===== config.mk =====
export PLATFORM = sky130hd
export DESIGN_NAME = sliding_window_median_filter
export DESIGN_NICKNAME = d
export VERILOG_FILES = /design/src/rtl/core/swmf_pkg.sv /design/src/rtl/core/sliding_window_median_filter.sv /design/src/rtl/core/swmf_cell.sv
export VERILOG_INCLUDE_DIRS = /design/src /design/src/rtl/core
export SDC_FILE = /design/constraint.sdc
export NUM_CORES = 1
export LEC_CHECK = 0
export ABC_AREA = 1
export BUFFER_PORTS_ARGS = -buffer_cell sky130_fd_sc_hd__buf_4
export CAP_MARGIN = 20
export CORE_UTILIZATION = 64
export CTS_CLUSTER_SIZE = 16
export DETAILED_ROUTE_END_ITERATION = 8
export HOLD_SLACK_MARGIN = 0.06
export PLACE_DENSITY = 0.85
export SYNTH_ARGS = -nofsm -noshare
export SYNTH_HDL_FRONTEND = slang
export SYNTH_HIERARCHICAL = 1
export SYNTH_SLANG_ARGS = --single-unit
export TNS_END_PERCENT = 30

===== constraint.sdc =====
create_clock -name clk -period 4.61 [get_ports clk]
set_input_delay 0.922 -clock clk [delete_from_list [all_inputs] [get_ports clk]]
set_output_delay 0.922 -clock clk [all_outputs]
set_load 0.1 [all_outputs]

===== src/rtl/core/sliding_window_median_filter_assert.svh =====
// Assertion macros used by the median filter top level.
// Depends on a clock named clk and an active-low reset named rst_n in scope.
`ifndef SLIDING_WINDOW_MEDIAN_FILTER_ASSERT_SVH
`define SLIDING_WINDOW_MEDIAN_FILTER_ASSERT_SVH

// Condition must hold at every clock edge outside reset.
`define SWMF_ASSERT_ALWAYS(label, cond) \
    label: assert property (@(posedge clk) disable iff (!rst_n) (cond)) \
        else $error("median filter check failed");

// Consequence must hold in the cycle after the antecedent.
`define SWMF_ASSERT_NEXT(label, ante, cons) \
    label: assert property (@(posedge clk) disable iff (!rst_n) (ante) |=> (cons)) \
        else $error("median filter check failed");

`endif


===== src/rtl/core/swmf_pkg.sv =====
// Package for the sliding window median filter: sample type, defaults, link type.
// No dependencies.
package swmf_pkg;

    localparam int SAMPLE_W       = 16;
    localparam int WINDOW_DEFAULT = 5;

    typedef logic signed [SAMPLE_W-1:0] sample_t;

    // Control handed from a cell to the cell above it in sorted order.
    typedef struct packed {
        logic gone;  // the entry being retired sits at or below this cell
        logic fits;  // the compacted entry here is not larger than the new sample
    } link_t;

endpackage


===== src/rtl/core/sliding_window_median_filter.sv =====
// Top level of the sliding window median filter: a chain of sorted cells.
// Depends on swmf_pkg, swmf_cell and sliding_window_median_filter_assert.svh.
//
//   channel   signals                          payload
//   input     sample_valid / sample_ready      sample (signed 16 bits)
//   output    median_valid / median_ready      median (signed 16 bits)
//
// One request is taken per cycle while the output is not stalled; its median appears in the cycle after acceptance.
// The cells keep the window sorted, each tagged with its age; a request retires
// the oldest entry and inserts the new sample in one pass along the cell chain.
// Reset clears every entry to zero, so early medians include those zeros.
// A stalled result sits in the output register while a new request is taken
// in the same cycle that the waiting result is taken.
`include "sliding_window_median_filter_assert.svh"

module sliding_window_median_filter #(
    parameter int WINDOW = swmf_pkg::WINDOW_DEFAULT
) (
    input  logic              clk,
    input  logic              rst_n,
    input  logic              sample_valid,
    output logic              sample_ready,
    input  swmf_pkg::sample_t sample,
    output logic              median_valid,
    input  logic              median_ready,
    output swmf_pkg::sample_t median
);

    localparam int AGE_W = (WINDOW > 1) ? $clog2(WINDOW) : 1;
    localparam int MID   = WINDOW / 2;

    logic                                 accept;
    swmf_pkg::link_t                      link [0:WINDOW];
    swmf_pkg::sample_t                    compact_value [0:WINDOW-1];
    logic [AGE_W-1:0]                     compact_age [0:WINDOW-1];
    swmf_pkg::sample_t                    value_next [0:WINDOW-1];
    logic [WINDOW-1:0][swmf_pkg::SAMPLE_W-1:0] value_all;
    logic [WINDOW-1:0][AGE_W-1:0]         age_all;
    logic [WINDOW-1:0]                    oldest;
    logic [WINDOW-1:0]                    sorted_ok;
    swmf_pkg::sample_t                    median_reg;
    logic                                 median_valid_reg;

    // A new request is taken whenever the output register is empty or draining.
    assign sample_ready = !median_valid_reg || median_ready;
    assign accept       = sample_valid && sample_ready;

    // The bottom cell has nothing retired below it and everything below fits.
    assign link[0] = '{gone: 1'b0, fits: 1'b1};

    // Chain of cells, smallest entry at index zero.
    for (genvar i = 0; i < WINDOW; i++)
    begin : g_cell
        swmf_pkg::sample_t lower_value;
        logic [AGE_W-1:0]  lower_age;
        swmf_pkg::sample_t upper_value;
        logic [AGE_W-1:0]  upper_age;

        if (i == 0)
        begin : g_bottom
            assign lower_value = sample;
            assign lower_age   = '0;
        end
        else
        begin : g_inner_low
            assign lower_value = compact_value[i-1];
            assign lower_age   = compact_age[i-1];
        end

        if (i == WINDOW - 1)
        begin : g_top
            assign upper_value = '0;
            assign upper_age   = '0;
        end
        else
        begin : g_inner_high
            assign upper_value = value_all[i+1];
            assign upper_age   = age_all[i+1];
        end

        swmf_cell #(
            .WINDOW  (WINDOW),
            .AGE_W   (AGE_W),
            .INDEX   (i),
            .IS_LAST (i == WINDOW - 1)
        ) u_cell (
            .clk           (clk),
            .rst_n         (rst_n),
            .load          (accept),
            .sample        (sample),
            .link_in       (link[i]),
            .lower_value   (lower_value),
            .lower_age     (lower_age),
            .upper_value   (upper_value),
            .upper_age     (upper_age),
            .link_out      (link[i+1]),
            .compact_value (compact_value[i]),
            .compact_age   (compact_age[i]),
            .value         (value_all[i]),
            .age           (age_all[i]),
            .value_next    (value_next[i]),
            .oldest        (oldest[i])
        );

        // Adjacent entries stay in ascending order.
        if (i == WINDOW - 1)
        begin : g_sorted_top
            assign sorted_ok[i] = 1'b1;
        end
        else
        begin : g_sorted_pair
            assign sorted_ok[i] = $signed(value_all[i]) <= $signed(value_all[i+1]);
        end
    end

    // Output register holds the median until the downstream takes it.
    always_ff @(posedge clk or negedge rst_n)
    begin
        if (!rst_n)
        begin
            median_valid_reg <= 1'b0;
        end
        else if (accept)
        begin
            median_valid_reg <= 1'b1;
        end
        else if (median_ready)
        begin
            median_valid_reg <= 1'b0;
        end
    end

    always_ff @(posedge clk)
    begin
        if (accept)
        begin
            median_reg <= value_next[MID];
        end
    end

    assign median_valid = median_valid_reg;
    assign median       = median_reg;

    // Every request yields a result on the next cycle.
    `SWMF_ASSERT_NEXT(a_result_follows, accept, median_valid)
    // Exactly one entry is the oldest, so the ages form a permutation.
    `SWMF_ASSERT_ALWAYS(a_one_oldest, $onehot(oldest))
    // The retired entry is always found somewhere along the chain.
    `SWMF_ASSERT_ALWAYS(a_retire_found, link[WINDOW].gone)
    // The window stays sorted.
    `SWMF_ASSERT_ALWAYS(a_sorted, &sorted_ok)
    // Without a request the window does not change.
    `SWMF_ASSERT_NEXT(a_hold_idle, !accept, $stable(value_all) && $stable(age_all))

endmodule


===== src/rtl/core/swmf_cell.sv =====
// One cell of the sorted window: holds one entry and its age.
// Depends on swmf_pkg.
module swmf_cell #(
    parameter int WINDOW  = swmf_pkg::WINDOW_DEFAULT,
    parameter int AGE_W   = 1,
    parameter int INDEX   = 0,
    parameter bit IS_LAST = 1'b0
) (
    input  logic                clk,
    input  logic                rst_n,
    input  logic                load,
    input  swmf_pkg::sample_t   sample,
    input  swmf_pkg::link_t     link_in,
    input  swmf_pkg::sample_t   lower_value,
    input  logic [AGE_W-1:0]    lower_age,
    input  swmf_pkg::sample_t   upper_value,
    input  logic [AGE_W-1:0]    upper_age,
    output swmf_pkg::link_t     link_out,
    output swmf_pkg::sample_t   compact_value,
    output logic [AGE_W-1:0]    compact_age,
    output swmf_pkg::sample_t   value,
    output logic [AGE_W-1:0]    age,
    output swmf_pkg::sample_t   value_next,
    output logic                oldest
);

    swmf_pkg::sample_t  value_reg;
    logic [AGE_W-1:0]   age_reg;
    logic [AGE_W-1:0]   age_next;

    // The oldest entry is the one retired by the next request.
    assign oldest = (age_reg == AGE_W'(WINDOW - 1));

    // Close the gap left by the retired entry by pulling the upper neighbor down.
    assign link_out.gone = link_in.gone | oldest;
    assign compact_value = link_out.gone ? upper_value : value_reg;
    assign compact_age   = link_out.gone ? upper_age   : age_reg;

    // The top cell has no compacted entry of its own.
    assign link_out.fits = IS_LAST ? 1'b0 : (compact_value <= sample);

    // Keep the compacted entry, take the new sample, or shift up from below.
    always_comb
    begin
        if (link_out.fits)
        begin
            value_next = compact_value;
            age_next   = compact_age + AGE_W'(1);
        end
        else if (link_in.fits)
        begin
            value_next = sample;
            age_next   = '0;
        end
        else
        begin
            value_next = lower_value;
            age_next   = lower_age + AGE_W'(1);
        end
    end

    // Entry and age registers; reset gives a window of zeros with distinct ages.
    always_ff @(posedge clk or negedge rst_n)
    begin
        if (!rst_n)
        begin
            value_reg <= '0;
            age_reg   <= AGE_W'(INDEX);
        end
        else if (load)
        begin
            value_reg <= value_next;
            age_reg   <= age_next;
        end
    end

    assign value = value_reg;
    assign age   = age_reg;

endmodule


* After elaboration in Yosys (flattened, before gate mapping)
Cells that the tools add are included. W data, S select, Z words.
Word-level totals: bits in registers 112, bits of input ports 20
Operators by class: multiplexer cells 26, magnitude comparators 4, add/subtract/negate cells 4, bitwise operators 3, reductions and logical operators 4, equal/unequal tests 4
Operators by type and width (count):
- $mux W16 | 12
- $le A16 B16 Y1 | 4
- $mux W3 | 12
- $add A3 B1 Y3 const B | 4
- $eq A3 B3 Y1 const B | 4
- $or A1 B1 Y1 | 3
- $mux W1 | 2
- $reduce_bool A2 Y1 | 1
- $logic_and A1 B1 Y1 | 1
- $logic_not A1 Y1 | 1
- $logic_or A1 B1 Y1 | 1

* Logic depth before layout (Yosys ltp)
word-level depth 7, gate-level depth with buffers 31, mapped depth without buffers 26

* By module
The synthesis kept the hierarchy.
By module, submodules not included:
- swmf_cell (g_cell[1].u_cell ...) | times used 2, seq. area each 476.7 um^2, area each 2153.3 um^2, cells an instance 341
- swmf_cell (g_cell[3].u_cell) | times used 1, seq. area each 478.0 um^2, area each 2154.6 um^2, cells an instance 341
- swmf_cell (g_cell[0].u_cell) | times used 1, seq. area each 475.5 um^2, area each 2152.1 um^2, cells an instance 341
- swmf_cell (g_cell[4].u_cell) | times used 1, seq. area each 476.7 um^2, area each 1267.5 um^2, cells an instance 190
- sliding_window_median_filter | times used 1, seq. area each 505.5 um^2, area each 533.0 um^2, cells an instance 24

* Least setup slack after synthesis
No wires, ideal clock.
path type register -> register, start register g_cell[0].u_cell.age_reg[2], end register g_cell[4].u_cell.value_reg[2], stages on the path, launching flop included 27, library setup time 0.082 ns, path buffers 8, arrival time 3.932 ns, period minus slack after synthesis 4.014 ns, path slack 0.596 ns, path through dfrtp_1 -> nand3_2 -> inv_2 -> or2_4 -> buf_2 -> or2_4 -> buf_2 -> or2_4 -> buf_2 -> or2_4 -> buf_6 -> buf_6 -> nand2_1 -> o21ai_2 -> ha_1 -> a21oi_1 -> o21ai_0 -> a21oi_1 -> nand2_1 -> nand2_1 -> nand3_1 -> buf_2 -> buf_6 -> inv_2 -> buf_8 -> nand2_1 -> a31oi_1
RTL lines:
- from (decl) | line swmf_cell.sv:28 | logic [AGE_W-1:0] age_reg;
- from (signal assigned) | line swmf_cell.sv:68 | age_reg <= AGE_W'(INDEX);
- from (signal assigned) | line swmf_cell.sv:73 | age_reg <= age_next;
- to (signal assigned) | line swmf_cell.sv:72 | value_reg <= value_next;
- to (decl) | line swmf_cell.sv:27 | swmf_pkg::sample_t value_reg;

==> impl_results.md <==
* Outcome: finished with violations
* Failing checks: design-rule violations
* Vias in the first global route at ~8200
* Die Area at roughly 16000 µm²
* Reg-to-Reg End: g_cell[4].u_cell/value[0]$_DFFE_PN0P_
* Slew headroom at 0.567
* Cell Rows at 44
* RSZ-0062 raised after global routing: false
* Worst-margin pin slew at 0.645 ns
* Root buf cell: clkbuf_16
* WP buf/inv at 3
* WS Path Type: register to register
* Port-buffer cells at 37
* Starting density of the core at 0.662
* CTS resizes at 0
* Worst Hold Launch: g_cell[4].u_cell/age[2]$_DFFE_PN1P_
* First-pass GRT wire length at around 41000 µm
* Cell mode on critical path: nand2_1
* Critical path startpoint category: register
* Vias post-DR at ~9100
* GRT overflow at 0
* # setup viols final at 0
* Largest stage delay, worst path at 0.47 ns
* Crit path time final at just over 4 ns
* Die width at approximately 130 µm
* CTS Buffer Depth at 2
* Final hold slack at between 0.4 and 0.5 ns
* Global placer's final weighted congestion at between 0.9 and 1
* Fin. Hold Viols at 0
* Yosys Warn Count at 6
* Period utilization at 0.897
* Number of cells on the worst hold path at 2
* Final ANT Viol Nets at 0
* WL final at 24500 µm
* Residual DRC at 3
* Max Fclk at around 240 MHz
* R2r startpoint: g_cell[0].u_cell/age[2]$_DFFE_PN0P_
* H-tree levels at 3
* Final core occ at 0.692
* Core ar. at 14700 µm²
* Critical path required time at 4.88 ns
* DPL Wire Length at between 15000 and 20000 µm
* Fin Setup TNS at 0 ns
* Post-Syn Area at between 9000 and 10000 µm²
* CP max stage cell: or2_4
* Layout cells sized above 1 at 0.104
* FILL cells at 1266
* Worst path cell trace: nand3_2 -> inv_2 -> or2_4 -> or2_4 -> or2_4 -> or2_4 -> o21ai_1 -> ha_1 -> nand2_1 -> inv_1 -> nand2_1 -> nand2_1 -> nand2_1 -> nand2_1 -> nand2_1 -> nand2_1 -> nand2_1 -> nand3_1 -> inv_2 -> nand2_1 -> a31oi_1
* TritonCTS clock tree: done
* DR iter-0 viols at 875
* Vias per Instance at around 5.6
* Worst clock skew at ~0.0061 ns
* Initial antenna violation count at 0
* CP max FO at 39
* TritonCTS buffer count at 9
* Max-slew violation count at 0
* Pin count of the biggest net entering global routing at approximately 60
* Mapped Cells at between 1000 and 1500
* Sink Count at approximately 110
* Die H at 125 µm
* Avg WL per Cell at ~15 µm
* Initial DRT Pass Iterations at 7
* Setup bufs post-CTS at 0
* N_diodes at 0
* Reg clk slew, reported paths at about 0.07 ns
* R2R Setup Slk at between 0.4 and 0.5 ns
* Clk_lat worst skew at about 0.36 ns
* Largest delay contributor family on the critical path: simple AND/OR/NAND/NOR gates
* Max FFs per register at 80
* Worst EP arrival at ~4.4 ns
* Fin nets at between 1500 and 2000
* Hold Path Class: register to register
* Post-cts hold buffer count at 0
* Reg2reg path depth at 21
* Critical Path End Type: register
* Area grow syn2layout at 4.63%
* All-Layer GR Usage at 0.324
* Ports at 38
* Syn avg cell area at around 6.7 µm²
* Hold endpoint: g_cell[4].u_cell/age[2]$_DFFE_PN1P_
* Max-cap violations at 0
==> final cells by class <==
class,count,area [µm²],share of cell area
clock buffer,10,229,0.0225
clock inverter,6,50.0,0.00492
inverter,244,916,0.0900
multi-input combinational,1010,5380,0.528
sequential,112,2890,0.284
tap,184,230,0.0226
timing repair buffer,63,485,0.0477
==> routing by layer <==
layer / global-route usage / vias up / part of all wire
met5: 0 / - / 0
met1: 0.449 / 4103 / 0.45
met2: 0.523 / 374 / 0.46
met3: 0.0573 / 39 / 0.077
li1: - / 4595 / -
met4: 0.0890 / 0 / 0.017
==> cell usage in the layout, fill, tap and decap left out, types with 16 or more instances in the layout <==
cell / n
and2_1: 16
buf_4: 62
nand3_1: 93
o21ai_0: 76
o21ai_1: 24
a31oi_1: 16
ha_1: 73
nand2_1: 484
dfrtp_1: 91
nand4_1: 76
inv_1: 235
a21oi_1: 24
o21ai_2: 44
edfxtp_1: 16
nor2_1: 37
==> worst max-delay path by stage <==
stage,cells after the start,end,startpoint
after global placement,22,g_cell[4].u_cell/age[2]$_DFFE_PN1P_,g_cell[0].u_cell/age[2]$_DFFE_PN0P_
after floorplan,24,g_cell[4].u_cell/age[0]$_DFFE_PN0P_,g_cell[0].u_cell/age[2]$_DFFE_PN0P_
after CTS,20,g_cell[4].u_cell/value[2]$_DFFE_PN0P_,g_cell[0].u_cell/age[1]$_DFFE_PN0P_
final,21,g_cell[4].u_cell/value[0]$_DFFE_PN0P_,g_cell[0].u_cell/age[2]$_DFFE_PN0P_
after detailed placement,19,g_cell[4].u_cell/age[0]$_DFFE_PN0P_,g_cell[0].u_cell/age[1]$_DFFE_PN0P_
after global routing,19,g_cell[4].u_cell/value[8]$_DFFE_PN0P_,g_cell[0].u_cell/age[1]$_DFFE_PN0P_
==> worst min-delay path, cell delays in order, from the launching register on <==
cell,delay (ns)
dfstp_2,0.37
nand2_1,0.05
nand2_1,0.05
==> metrics by stage <==
step,cells,instance area [µm²],worst slack (ns)
final,1629,10200,0.475
after global routing,1629,10200,0.122
after CTS,1629,10200,0.555
after detailed placement,1613,9900,0.569
after global placement,1613,9900,0.679
after floorplan,1449,9750,0.612
Power is not shown: default switching activity piles up to over one toggle a cycle in this logic, so the estimate is an artifact.
